[src/hw/rtl/itra_pkg.sv]
// shared types, constants and helpers for the integer to radix text converter
`timescale 1ns / 1ps
`default_nettype none

package itra_pkg;

    localparam int unsigned CHAR_W    = 7;
    localparam int unsigned DIGIT_W   = 5;
    localparam int unsigned RADIX_W   = 6;
    localparam int unsigned STEP_BITS = 8;

    localparam logic [RADIX_W-1:0] RADIX_MIN   = 6'd2;
    localparam logic [RADIX_W-1:0] RADIX_MAX   = 6'd32;
    localparam logic [RADIX_W-1:0] RADIX_RESET = 6'd10;

    localparam logic [CHAR_W-1:0] CHAR_ZERO  = 7'h30;
    localparam logic [CHAR_W-1:0] CHAR_NINE  = 7'h39;
    localparam logic [CHAR_W-1:0] CHAR_A     = 7'h41;
    localparam logic [CHAR_W-1:0] CHAR_V     = 7'h56;
    localparam logic [CHAR_W-1:0] CHAR_MINUS = 7'h2D;
    localparam logic [CHAR_W-1:0] CHAR_NONE  = 7'h00;
    localparam logic [CHAR_W-1:0] DEC_DIGITS = 7'd10;

    // controller states
    typedef enum logic [2:0] {
        ST_IDLE,
        ST_ERR,
        ST_DIV,
        ST_SIGN,
        ST_EMIT
    } state_t;

    // what the emit stage holds
    typedef enum logic [1:0] {
        KIND_DIGIT,
        KIND_SIGN,
        KIND_ERR
    } kind_t;

    // controller to datapath
    typedef struct packed {
        logic load;
        logic div_en;
        logic issue_err;
        logic issue_sign;
        logic issue_digit;
    } cmd_t;

    // datapath to controller
    typedef struct packed {
        logic radix_bad;
        logic div_done;
        logic neg;
        logic emit_ready;
        logic last_digit;
    } status_t;

    // digit value to ascii
    function automatic logic [CHAR_W-1:0] digit_char(input logic [DIGIT_W-1:0] d);
        logic [CHAR_W-1:0] dx;
        dx = {{(CHAR_W-DIGIT_W){1'b0}}, d};
        if (dx < DEC_DIGITS) begin
            digit_char = CHAR_ZERO + dx;
        end else begin
            digit_char = CHAR_A + dx - DEC_DIGITS;
        end
    endfunction

endpackage

`default_nettype wire

[src/hw/rtl/int_to_radix_ascii_core.sv]
// top level of the integer to radix ascii text converter
`timescale 1ns / 1ps
`default_nettype none

// Converts each signed VALUE_WIDTH-bit input word to its text in the radix held
// in the 6-bit radix register (reset 10, valid 2..32), one ASCII character per
// output word, most significant first, with a leading '-' for negative values.
// Digits are 0-9 then A-V; the last character has tlast set. Zero gives "0" and
// the most negative value converts cleanly. A radix outside 2..32 gives one
// word with character 0, tlast and tuser set. One word is converted at a time:
// each digit is extracted in the shared divider (8 quotient bits per cycle), then
// the characters leave one per cycle while the output is taken, through the
// output pipe. The next word is accepted as soon as the last character has
// entered the output pipe.
module int_to_radix_ascii_core
    import itra_pkg::*;
#(
    parameter int unsigned VALUE_WIDTH = 32
) (
    input  wire logic                                   aclk,
    input  wire logic                                   aresetn,
    input  wire logic                                   cfg_wr_en,
    input  wire logic [RADIX_W-1:0]                     cfg_wr_data,
    input  wire logic                                   s_tvalid,
    output logic                                        s_tready,
    // [VALUE_WIDTH-1:0] number, zero padding above
    input  wire logic [((VALUE_WIDTH + 7) / 8) * 8-1:0] s_tdata,
    output logic                                        m_tvalid,
    input  wire logic                                   m_tready,
    // [6:0] character, [7] zero
    output logic [7:0]                                  m_tdata,
    // is_last
    output logic                                        m_tlast,
    // [0] radix_error
    output logic                                        m_tuser
);

    cmd_t              cmd;
    status_t           status;
    logic [CHAR_W-1:0] m_char;

    // control
    itra_ctrl u_ctrl (
        .aclk     (aclk),
        .aresetn  (aresetn),
        .s_tvalid (s_tvalid),
        .s_tready (s_tready),
        .status   (status),
        .cmd      (cmd)
    );

    // datapath
    itra_datapath #(
        .VALUE_WIDTH (VALUE_WIDTH)
    ) u_datapath (
        .aclk        (aclk),
        .aresetn     (aresetn),
        .cfg_wr_en   (cfg_wr_en),
        .cfg_wr_data (cfg_wr_data),
        .s_number    (s_tdata[VALUE_WIDTH-1:0]),
        .cmd         (cmd),
        .status      (status),
        .m_tvalid    (m_tvalid),
        .m_tready    (m_tready),
        .m_char      (m_char),
        .m_last      (m_tlast),
        .m_err       (m_tuser)
    );

    assign m_tdata = {1'b0, m_char};

endmodule

`default_nettype wire

[src/hw/rtl/itra_ctrl.sv]
// controller state machine: sequences load, digit extraction and character emission
`timescale 1ns / 1ps
`default_nettype none

module itra_ctrl
    import itra_pkg::*;
(
    input  wire logic    aclk,
    input  wire logic    aresetn,
    input  wire logic    s_tvalid,
    output logic         s_tready,
    input  wire status_t status,
    output cmd_t         cmd
);

    state_t state_reg;
    state_t state_next;

    // state register
    always_ff @(posedge aclk) begin
        if (!aresetn) begin
            state_reg <= ST_IDLE;
        end else begin
            state_reg <= state_next;
        end
    end

    // next state
    always_comb begin
        state_next = state_reg;
        unique case (state_reg)
            ST_IDLE: begin
                if (s_tvalid) begin
                    state_next = status.radix_bad ? ST_ERR : ST_DIV;
                end
            end
            ST_ERR: begin
                if (status.emit_ready) begin
                    state_next = ST_IDLE;
                end
            end
            ST_DIV: begin
                if (status.div_done) begin
                    state_next = status.neg ? ST_SIGN : ST_EMIT;
                end
            end
            ST_SIGN: begin
                if (status.emit_ready) begin
                    state_next = ST_EMIT;
                end
            end
            ST_EMIT: begin
                if (status.emit_ready && status.last_digit) begin
                    state_next = ST_IDLE;
                end
            end
            default: state_next = ST_IDLE;
        endcase
    end

    // outputs
    always_comb begin
        s_tready = 1'b0;
        cmd      = '0;
        unique case (state_reg)
            ST_IDLE: begin
                s_tready = 1'b1;
                cmd.load = s_tvalid && !status.radix_bad;
            end
            ST_ERR:  cmd.issue_err   = status.emit_ready;
            ST_DIV:  cmd.div_en      = 1'b1;
            ST_SIGN: cmd.issue_sign  = status.emit_ready;
            ST_EMIT: cmd.issue_digit = status.emit_ready;
            default: cmd = '0;
        endcase
    end

endmodule

`default_nettype wire

[src/hw/rtl/itra_datapath.sv]
// datapath: radix register, digit-serial divider, digit store and two-stage output pipe
`timescale 1ns / 1ps
`default_nettype none

module itra_datapath
    import itra_pkg::*;
#(
    parameter int unsigned VALUE_WIDTH = 32
) (
    input  wire logic                     aclk,
    input  wire logic                     aresetn,
    input  wire logic                     cfg_wr_en,
    input  wire logic [RADIX_W-1:0]       cfg_wr_data,
    input  wire logic [VALUE_WIDTH-1:0]   s_number,
    input  wire cmd_t                     cmd,
    output status_t                       status,
    output logic                          m_tvalid,
    input  wire logic                     m_tready,
    output logic [CHAR_W-1:0]             m_char,
    output logic                          m_last,
    output logic                          m_err
);

    localparam int unsigned DIV_W  = ((VALUE_WIDTH + STEP_BITS - 1) / STEP_BITS) * STEP_BITS;
    localparam int unsigned GROUPS = DIV_W / STEP_BITS;
    localparam int unsigned GRP_W  = (GROUPS > 1) ? $clog2(GROUPS) : 1;
    localparam int unsigned AW     = $clog2(VALUE_WIDTH);
    localparam logic [GRP_W-1:0] GRP_LAST = GRP_W'(GROUPS - 1);

    logic [RADIX_W-1:0] radix_reg;
    logic [DIV_W-1:0]   quo_reg;
    logic [DIGIT_W-1:0] rem_reg;
    logic [GRP_W-1:0]   grp_reg;
    logic [AW-1:0]      cnt_reg;
    logic [AW-1:0]      rd_ptr_reg;
    logic               neg_reg;

    logic [DIGIT_W-1:0] digit_mem [VALUE_WIDTH];

    logic               s1_valid_reg;
    kind_t              s1_kind_reg;
    logic               s1_last_reg;
    logic [DIGIT_W-1:0] s1_digit_reg;

    logic               m_valid_reg;
    logic [CHAR_W-1:0]  m_char_reg;
    logic               m_last_reg;
    logic               m_err_reg;

    logic                   in_neg;
    logic [VALUE_WIDTH-1:0] in_mag;
    logic [DIV_W-1:0]       quo_step;
    logic [DIGIT_W-1:0]     rem_step;
    logic                   grp_last;
    logic                   s2_free;
    logic                   emit_ready;
    logic                   issue;
    logic [CHAR_W-1:0]      s1_char;

    // sign and magnitude of the incoming word
    assign in_neg = s_number[VALUE_WIDTH-1];
    assign in_mag = in_neg ? (~s_number + 1'b1) : s_number;

    // one group of restoring division steps per cycle
    always_comb begin
        logic [DIV_W-1:0]   q;
        logic [DIGIT_W-1:0] r;
        logic [RADIX_W-1:0] trial;
        q = quo_reg;
        r = rem_reg;
        for (int i = 0; i < STEP_BITS; i++) begin
            trial = {r, q[DIV_W-1]};
            q     = {q[DIV_W-2:0], 1'b0};
            if (trial >= radix_reg) begin
                trial = trial - radix_reg;
                q[0]  = 1'b1;
            end
            r = trial[DIGIT_W-1:0];
        end
        quo_step = q;
        rem_step = r;
    end

    assign grp_last = (grp_reg == GRP_LAST);

    // emit pipe flow
    assign s2_free    = !m_valid_reg || m_tready;
    assign emit_ready = !s1_valid_reg || s2_free;
    assign issue      = cmd.issue_err || cmd.issue_sign || cmd.issue_digit;

    // status to controller
    always_comb begin
        status.radix_bad  = (radix_reg < RADIX_MIN) || (radix_reg > RADIX_MAX);
        status.div_done   = cmd.div_en && grp_last && (quo_step == '0);
        status.neg        = neg_reg;
        status.emit_ready = emit_ready;
        status.last_digit = (rd_ptr_reg == '0);
    end

    // radix register
    always_ff @(posedge aclk) begin
        if (!aresetn) begin
            radix_reg <= RADIX_RESET;
        end else if (cfg_wr_en) begin
            radix_reg <= cfg_wr_data;
        end
    end

    // divider and digit counters
    always_ff @(posedge aclk) begin
        if (!aresetn) begin
            quo_reg    <= '0;
            rem_reg    <= '0;
            grp_reg    <= '0;
            cnt_reg    <= '0;
            rd_ptr_reg <= '0;
            neg_reg    <= 1'b0;
        end else begin
            if (cmd.load) begin
                quo_reg <= DIV_W'(in_mag);
                rem_reg <= '0;
                grp_reg <= '0;
                cnt_reg <= '0;
                neg_reg <= in_neg;
            end else if (cmd.div_en) begin
                if (grp_last) begin
                    quo_reg    <= quo_step;
                    rem_reg    <= '0;
                    grp_reg    <= '0;
                    cnt_reg    <= cnt_reg + 1'b1;
                    rd_ptr_reg <= cnt_reg;
                end else begin
                    quo_reg <= quo_step;
                    rem_reg <= rem_step;
                    grp_reg <= grp_reg + 1'b1;
                end
            end
            if (cmd.issue_digit) begin
                rd_ptr_reg <= rd_ptr_reg - 1'b1;
            end
        end
    end

    // digit store, least significant digit first
    always_ff @(posedge aclk) begin
        if (cmd.div_en && grp_last) begin
            digit_mem[cnt_reg] <= rem_step;
        end
        if (cmd.issue_digit) begin
            s1_digit_reg <= digit_mem[rd_ptr_reg];
        end
    end

    // stage one: what is to be sent next
    always_ff @(posedge aclk) begin
        if (!aresetn) begin
            s1_valid_reg <= 1'b0;
        end else if (issue) begin
            s1_valid_reg <= 1'b1;
        end else if (s2_free) begin
            s1_valid_reg <= 1'b0;
        end
    end

    always_ff @(posedge aclk) begin
        if (issue) begin
            priority if (cmd.issue_err) begin
                s1_kind_reg <= KIND_ERR;
                s1_last_reg <= 1'b1;
            end else if (cmd.issue_sign) begin
                s1_kind_reg <= KIND_SIGN;
                s1_last_reg <= 1'b0;
            end else begin
                s1_kind_reg <= KIND_DIGIT;
                s1_last_reg <= (rd_ptr_reg == '0);
            end
        end
    end

    // character for stage one contents
    always_comb begin
        unique case (s1_kind_reg)
            KIND_DIGIT: s1_char = digit_char(s1_digit_reg);
            KIND_SIGN:  s1_char = CHAR_MINUS;
            KIND_ERR:   s1_char = CHAR_NONE;
            default:    s1_char = CHAR_NONE;
        endcase
    end

    // stage two: output word register
    always_ff @(posedge aclk) begin
        if (!aresetn) begin
            m_valid_reg <= 1'b0;
        end else if (s2_free) begin
            m_valid_reg <= s1_valid_reg;
        end
    end

    always_ff @(posedge aclk) begin
        if (s2_free && s1_valid_reg) begin
            m_char_reg <= s1_char;
            m_last_reg <= s1_last_reg;
            m_err_reg  <= (s1_kind_reg == KIND_ERR);
        end
    end

    assign m_tvalid = m_valid_reg;
    assign m_char   = m_char_reg;
    assign m_last   = m_last_reg;
    assign m_err    = m_err_reg;

endmodule

`default_nettype wire

[config.mk]
export PLATFORM = sky130hd
export DESIGN_NAME = int_to_radix_ascii_core
export DESIGN_NICKNAME = d
export VERILOG_FILES = /design/src/hw/rtl/itra_pkg.sv /design/src/hw/rtl/int_to_radix_ascii_core.sv /design/src/hw/rtl/itra_ctrl.sv /design/src/hw/rtl/itra_datapath.sv
export SDC_FILE = /design/constraint.sdc
export NUM_CORES = 1
export LEC_CHECK = 0
export ABC_CLOCK_PERIOD_IN_PS = 12930
export BUFFER_PORTS_ARGS = -buffer_cell sky130_fd_sc_hd__buf_2
export CAP_MARGIN = 20
export CORE_UTILIZATION = 56
export DETAILED_ROUTE_END_ITERATION = 10
export PLACE_DENSITY = 0.77
export SETUP_SLACK_MARGIN = 0.4
export SLEW_MARGIN = 20
export SYNTH_ARGS = -nofsm -noshare
export SYNTH_HDL_FRONTEND = slang
export SYNTH_SLANG_ARGS = --single-unit
[constraint.sdc]
create_clock -name aclk -period 12.93 [get_ports aclk]
set_clock_uncertainty 0.05 [all_clocks]
set_input_delay 3.879 -clock aclk [delete_from_list [all_inputs] [get_ports aclk]]
set_output_delay 3.879 -clock aclk [all_outputs]
set_load 0.02 [all_outputs]
**Yosys cells after proc, flatten, opt, wreduce, memory -nomap -nowiden**

Memory sizes are Yosys's and may differ from the RTL's. A register that Yosys moved wholly into a read port is not among the register bits.
Index checks and enable logic that the tools add are counted.

- Memories: 1
- Output and inout bits: 12
- Register bits: 73
- RAM bits: 160
- Input port bits: 43

Memories:

| name | words | width | rd ports | clocked after Yosys merged registers in | write ports | RTL line | RTL |
|---|---|---|---|---|---|---|---|
| u_datapath.digit_mem | 32 | 5 | 1 | 1 | 1 | itra_datapath.sv:38 | `logic [DIGIT_W-1:0] digit_mem [VALUE_WIDTH];` |

- Equality and inequality tests: 13
- Magnitude comparators: 11
- Reduce and logical (&&, ||, !) cells: 25
- $add $sub $neg: 15
- Bitwise operators: 2
- Multiplexer cells: 47

Operators by type and width:

| kind | number |
|---|---|
| $mux 32 | 3 |
| $mux 5 | 13 |
| $ge 6x6->1 | 8 |
| $sub 5x5->5 | 8 |
| $add 32x1->32 const B | 1 |
| $logic_not 32->1 | 1 |
| $not 32->32 | 1 |
| $mux 1 | 20 |
| $mux 3 | 6 |
| $pmux 3 s5 | 1 |
| $pmux 7 s2 | 1 |
| $ne 2x1->1 const B | 4 |
| $reduce_bool 2->1 | 4 |
| $add 6x5->7 const A | 1 |
| $add 7x5->7 const A | 1 |
| $mux 7 | 1 |
| $sub 7x4->7 const B | 1 |
| $eq 3x2->1 const B | 2 |
| $gt 6x6->1 const B | 1 |
| $lt 6x2->1 const B | 1 |
| $add 5x1->5 const B | 1 |
| $logic_and 1x1->1 | 5 |
| $logic_not 5->1 | 1 |
| $logic_or 1x1->1 | 5 |
| other kinds (17) | 22 |

**Logic depth before layout (Yosys ltp)**

- Depth after elaboration: 20
- Gate-level depth with buffers: 61

**Modules after synthesis**

A second synthesis with hierarchy kept.

- Cell total of the unflattened synthesis: 1058
- Area, all modules: 12761.0 um^2

Modules (own cells, without submodules):

| module | instances | cells an instance | area an instance (um^2) | seq. area each (um^2) |
|---|---|---|---|---|
| itra_datapath | 1 | 1025 | 12490.7 | 6476.2 |
| itra_ctrl | 1 | 31 | 259.0 | 60.1 |
| int_to_radix_ascii_core | 1 | 2 | 11.3 | 0.0 |

**Worst setup path before layout**

Ideal clock, no wire load.

- Path type: reg-to-reg
- Start point: register u_datapath.radix_reg[1]
- End point: memory u_datapath.digit_mem[0][1], data pin
- Arrival: 12932 ps
- Setup time: 392 ps
- Cell stages (with the launch flop): 52
- Path slack: -444 ps
- Cells stage by stage: dfxtp_1 -> inv_1 -> fa_1 -> a21oi_2 -> o2111ai_4 -> nand2_4 -> mux2_4 -> ha_1 -> nor2b_1 -> o21a_1 -> o31a_1 -> buf_6 -> mux2_2 -> ha_1 -> o21ai_0 -> a21oi_1 -> o31a_1 -> nor2_1 -> [16 not listed] -> and3_1 -> a31o_1 -> o31a_1 -> buf_2 -> mux2_2 -> fa_1 -> nor2b_1 -> o21ai_0 -> a31oi_1 -> buf_2 -> mux2_2 -> ha_1 -> or2_2 -> a21oi_1 -> a31oi_1 -> clkbuf_1 -> inv_1 -> mux2i_1

- Longest elaborated chain between the ends: 16

RTL lines:

| item | RTL line | RTL |
|---|---|---|
| start, declared | itra_datapath.sv:30 | `logic [RADIX_W-1:0] radix_reg;` |
| start signal, assigned | itra_datapath.sv:105 | `radix_reg <= cfg_wr_data;` |
| $sub 5x5->5 / $ge 6x6->1 (equally long branches) | itra_datapath.sv:75, itra_datapath.sv:74 |  |
| $mux 5 | itra_datapath.sv:74 | `if (trial >= radix_reg) begin` |
| $sub 5x5->5 / $ge 6x6->1 (equally long branches) | itra_datapath.sv:75, itra_datapath.sv:74 |  |
| $mux 5 | itra_datapath.sv:74 |  |
| $sub 5x5->5 / $ge 6x6->1 (equally long branches) | itra_datapath.sv:75, itra_datapath.sv:74 |  |
| $mux 5 | itra_datapath.sv:74 |  |
| $sub 5x5->5 / $ge 6x6->1 (equally long branches) | itra_datapath.sv:75, itra_datapath.sv:74 |  |
| $mux 5 | itra_datapath.sv:74 |  |
| $ge 6x6->1 / $sub 5x5->5 (equally long branches) | itra_datapath.sv:74, itra_datapath.sv:75 |  |
| $mux 5 | itra_datapath.sv:74 |  |
| $sub 5x5->5 / $ge 6x6->1 (equally long branches) | itra_datapath.sv:75, itra_datapath.sv:74 |  |
| $mux 5 | itra_datapath.sv:74 |  |
| $ge 6x6->1 / $sub 5x5->5 (equally long branches) | itra_datapath.sv:74, itra_datapath.sv:75 |  |
| $mux 5 | itra_datapath.sv:74 |  |
| $sub 5x5->5 / $ge 6x6->1 (equally long branches) | itra_datapath.sv:75, itra_datapath.sv:74 |  |
| $mux 5 (*) | itra_datapath.sv:74 |  |
| via u_datapath.rem_step[1] | itra_datapath.sv:53 | `logic [DIGIT_W-1:0] rem_step;` |
| end, declared | itra_datapath.sv:38 |  |

The timed path passes the listed nets; every way through them passes the cells marked *.

**Worst setup path after layout**

- Start point: register u_datapath.quo_reg[31]
- End point: memory u_datapath.digit_mem[24][4], data pin

- Longest elaborated chain between the ends: 16

RTL lines:

| item | RTL line | RTL |
|---|---|---|
| start, declared | itra_datapath.sv:31 | `logic [DIV_W-1:0] quo_reg;` |
| start signal, assigned | itra_datapath.sv:120 | `quo_reg <= DIV_W'(in_mag);` |
| start signal, assigned | itra_datapath.sv:127 | `quo_reg <= quo_step;` |
| start signal, assigned | itra_datapath.sv:133 | `quo_reg <= quo_step;` |
| $sub 5x5->5 / $ge 6x6->1 (equally long branches) | itra_datapath.sv:75, itra_datapath.sv:74 |  |
| $mux 5 (*) | itra_datapath.sv:74 |  |
| $sub 5x5->5 / $ge 6x6->1 (equally long branches) | itra_datapath.sv:75, itra_datapath.sv:74 |  |
| $mux 5 (*) | itra_datapath.sv:74 |  |
| $sub 5x5->5 / $ge 6x6->1 (equally long branches) | itra_datapath.sv:75, itra_datapath.sv:74 |  |
| $mux 5 (*) | itra_datapath.sv:74 |  |
| $sub 5x5->5 / $ge 6x6->1 (equally long branches) | itra_datapath.sv:75, itra_datapath.sv:74 |  |
| $mux 5 (*) | itra_datapath.sv:74 |  |
| $sub 5x5->5 / $ge 6x6->1 (equally long branches) | itra_datapath.sv:75, itra_datapath.sv:74 |  |
| $mux 5 (*) | itra_datapath.sv:74 |  |
| $ge 6x6->1 / $sub 5x5->5 (equally long branches) | itra_datapath.sv:74, itra_datapath.sv:75 |  |
| $mux 5 (*) | itra_datapath.sv:74 |  |
| $sub 5x5->5 / $ge 6x6->1 (equally long branches) | itra_datapath.sv:75, itra_datapath.sv:74 |  |
| $mux 5 (*) | itra_datapath.sv:74 |  |
| $sub 5x5->5 / $ge 6x6->1 (equally long branches) | itra_datapath.sv:75, itra_datapath.sv:74 |  |
| $mux 5 (*) | itra_datapath.sv:74 |  |

Every way passes the cells marked *; elsewhere a longest branch is shown, timed or not.

==> flow_summary.yaml <==
synthesis:
  netlist-cell-type-count: 71
  ys_seq_area_share_pct: 52.4
  yosys-top-cells-area: "edfxtp_1 (43%), dfxtp_1 (9.8%), mux4_2 (9.0%)"
  syn_area_per_cell_um2: 12.3
  synthArstFlopShare_pct: 0
  synth_compound_area_share_pct: 11.0
  synth_top_cell_by_area: "edfxtp_1"
  synth_commonest_cells: "edfxtp_1 (177), nor2_1 (108), nand2_1 (66)"
  yosysMostFrequentCell: "edfxtp_1"
  synth_mux_area_share_pct: 12.2
  yosys.area_share.adder_pct: 7.01
  synth-xor-area-share_pct: 3.86
  yosys.area.top_type_share_pct: 42.6
  syn-cell-area_um2: 12500
  syn-instance-count: 1014
  synth_top_family_by_area: "multiplexers"
  post_synth_and_or_nand_nor_area_fraction_pct: 10.4
  yosys_most_used_dff: "edfxtp_1"
  yosys_warnings: 0
  syn-num-nets: 1122
  synth-edff-count: 177
  synth_seq_cells: 238
timing:
  relSlewSlack_pct: 24.8
  slew_violations: 0
  hold_violations: 0
  fin_crit_sh_pct: 95.5
  rsz0062_at_grt: "yes"
  period_minus_slack_ns: 12.35
  setup_violations: 0
  fmax_mhz: 81.0
  tightestPinTransition_ns: 1.13
setup_path:
  worstPathRequired_ns: 13.16
  crit_family: "compound AO/OA/AOI/OAI gates"
  slowest_stage: "or3_1"
  path_buf_inv: 10
  cp-start-kind: "register"
  path_max_fanout: 10
  cp_common_cell: "ha_1"
  arrival_ns: 12.57
  worstSetupEndpointType: "register"
  critPathMaxStageDelay_ns: 0.42
  crit_type: "register to register"
route:
  totalWireLength_um: 31800
  post_drt_wl_per_cell_um: 22.6
  vias: 9014
  route.detailed.drc: 0
  drt_iter0_drc: 811
  avgViaCountPerCell: 6.41
  dr.pass1.iters: 6
  detail-route-antenna-nets: 0
grt:
  track_usage_pct: 27.2
  antenna_found_initial: 2
  grt_first_pass_wirelength_um: 46500
  grt_pass1_vias: 8275
  grt_overflow: 0
  grt_max_degree: 43
clock_tree:
  cts_hold_buf: 0
  h-tree-depth: 1
  clk_path_buf_depth: 3
  clk_latency_ns: 0.53
  cts-root-buf: "clkbuf_16"
  cts_sinks: 238
  cts_tree: "built"
  clk_pin_slew_ns: 0.07
  cts_made_buffers: 24
final_layout:
  drive_gt1_share_pct: 26.4
  fillers: 1479
  fin_nets: 1216
  multi_input_area_um2: 5880
  antennaDiodeCount: 0
  regArea_um2: 6540
  area.growth.synth_to_final_pct: 17.1
  largest_reg_flops: 160
  final_cells: 1406
die:
  start_util_pct: 57.1
  dieArea_um2: 22900
  io_pins: 55
  fp.dieW_um: 151
  die_h_um: 151
  core_area_um2: 21800
  rows: 54
place:
  dp.cells: 1320
  portBuffers: 53
  hpwlAfterDp_um: 19800
  gp_congestion: 0.920
status:
  outcome: "finished clean"
min_path:
  worstHoldPathType: "register to register"
job:
  cap_violations: 0
[cell families (layout without fill, tap and decap cells)]
| logic type | count (synthesis) | in the layout |
|---|---|---|
| and+or+nand+nor | 272 | 272 |
| DFF | 238 | 238 |
| AOI/OAI and AO/OA | 199 | 200 |
| buffers and inverters | 99 | 209 |
| muxes | 85 | 86 |
| adders and majority gates | 65 | 65 |
| xor gates and xnor gates | 55 | 55 |
| other | 1 | 1 |
[through the flow]
stage | hold slack [ns] | TNS [ns] | util (%) | instance area [um2] | setup WS, ns
floorplan | 0.350 | 0 | - | 12500 | 0.523
global placement | 0.366 | 0 | 59.9 | 13100 | 0.362
detailed placement | 0.365 | -0.731 | 59.9 | 13100 | -0.0416
CTS | 0.379 | 0 | 64.8 | 14100 | 0.402
global route | 0.385 | 0 | 66.9 | 14600 | 0.0935
finish | 0.374 | 0 | 66.9 | 14600 | 0.582
[worst paths after layout]
| path | cells past startpoint | from | to | slack, ns |
|---|---|---|---|---|
| min | 0 | u_datapath.s1_last_reg | u_datapath.m_last | 0.37 |
| max reg2reg | 54 | u_datapath.quo_reg[31] | u_datapath.digit_mem[24][4] | 0.58 |
| max | 54 | u_datapath.quo_reg[31] | u_datapath.digit_mem[24][4] | 0.58 |
| min reg2reg | 0 | u_datapath.s1_last_reg | u_datapath.m_last | 0.37 |
[what timing repair did]
action / 4_1_cts / 5_1_grt
gates cloned: 3 / 0
pin swaps: 5 / 26
setup buffers: 11 / 28
endpoints found under the setup margin: 163 / 169
resized for setup: 18 / 53
[cell type report]
cell class | count | share of cell area (%)
clock buffers | 30 | 4.37
repair inverters | 1 | 0.0514
inverters | 51 | 1.35
flip-flops and latches | 238 | 44.8
clock inverters | 14 | 1.49
repair buffers | 113 | 5.25
multi-input cells | 679 | 40.3
well taps | 280 | 2.40
[worst register-to-register path: cells and delay by family (launching register included)]
kind,cells,cell delay [ns]
compound gates,17,3.60
fa+ha+maj,9,2.83
mux,6,1.83
simple gates,11,1.83
buf+inv,10,1.44
flops,1,0.32
xor+xnor,1,0.19
[metal layers]
metal	up-vias	routed length, um	global-route usage [%]
met5	-	26	0
met4	4	1090	9.25
met3	93	2780	3.98
met2	501	15000	42.5
met1	4394	12900	38.9
li1	4022	-	-
[placed cells by master, fill, tap and decap left out, types with 13 or more instances in the layout]
master and instances:
xnor2_1 39, mux4_2 50, mux2_2 16, buf_4 52, a22oi_1 29, ha_1 53
dfxtp_1 58, a21oi_1 54, o21ai_0 17, nor4_1 13, nor2_1 102, nand2_1 66
edfxtp_1 177, clkbuf_16 24, inv_1 48, buf_2 53, xor2_1 16
Power is left out: the tool's default activity adds up to more than one toggle a clock period on the data nets, which glitch-free logic cannot reach.
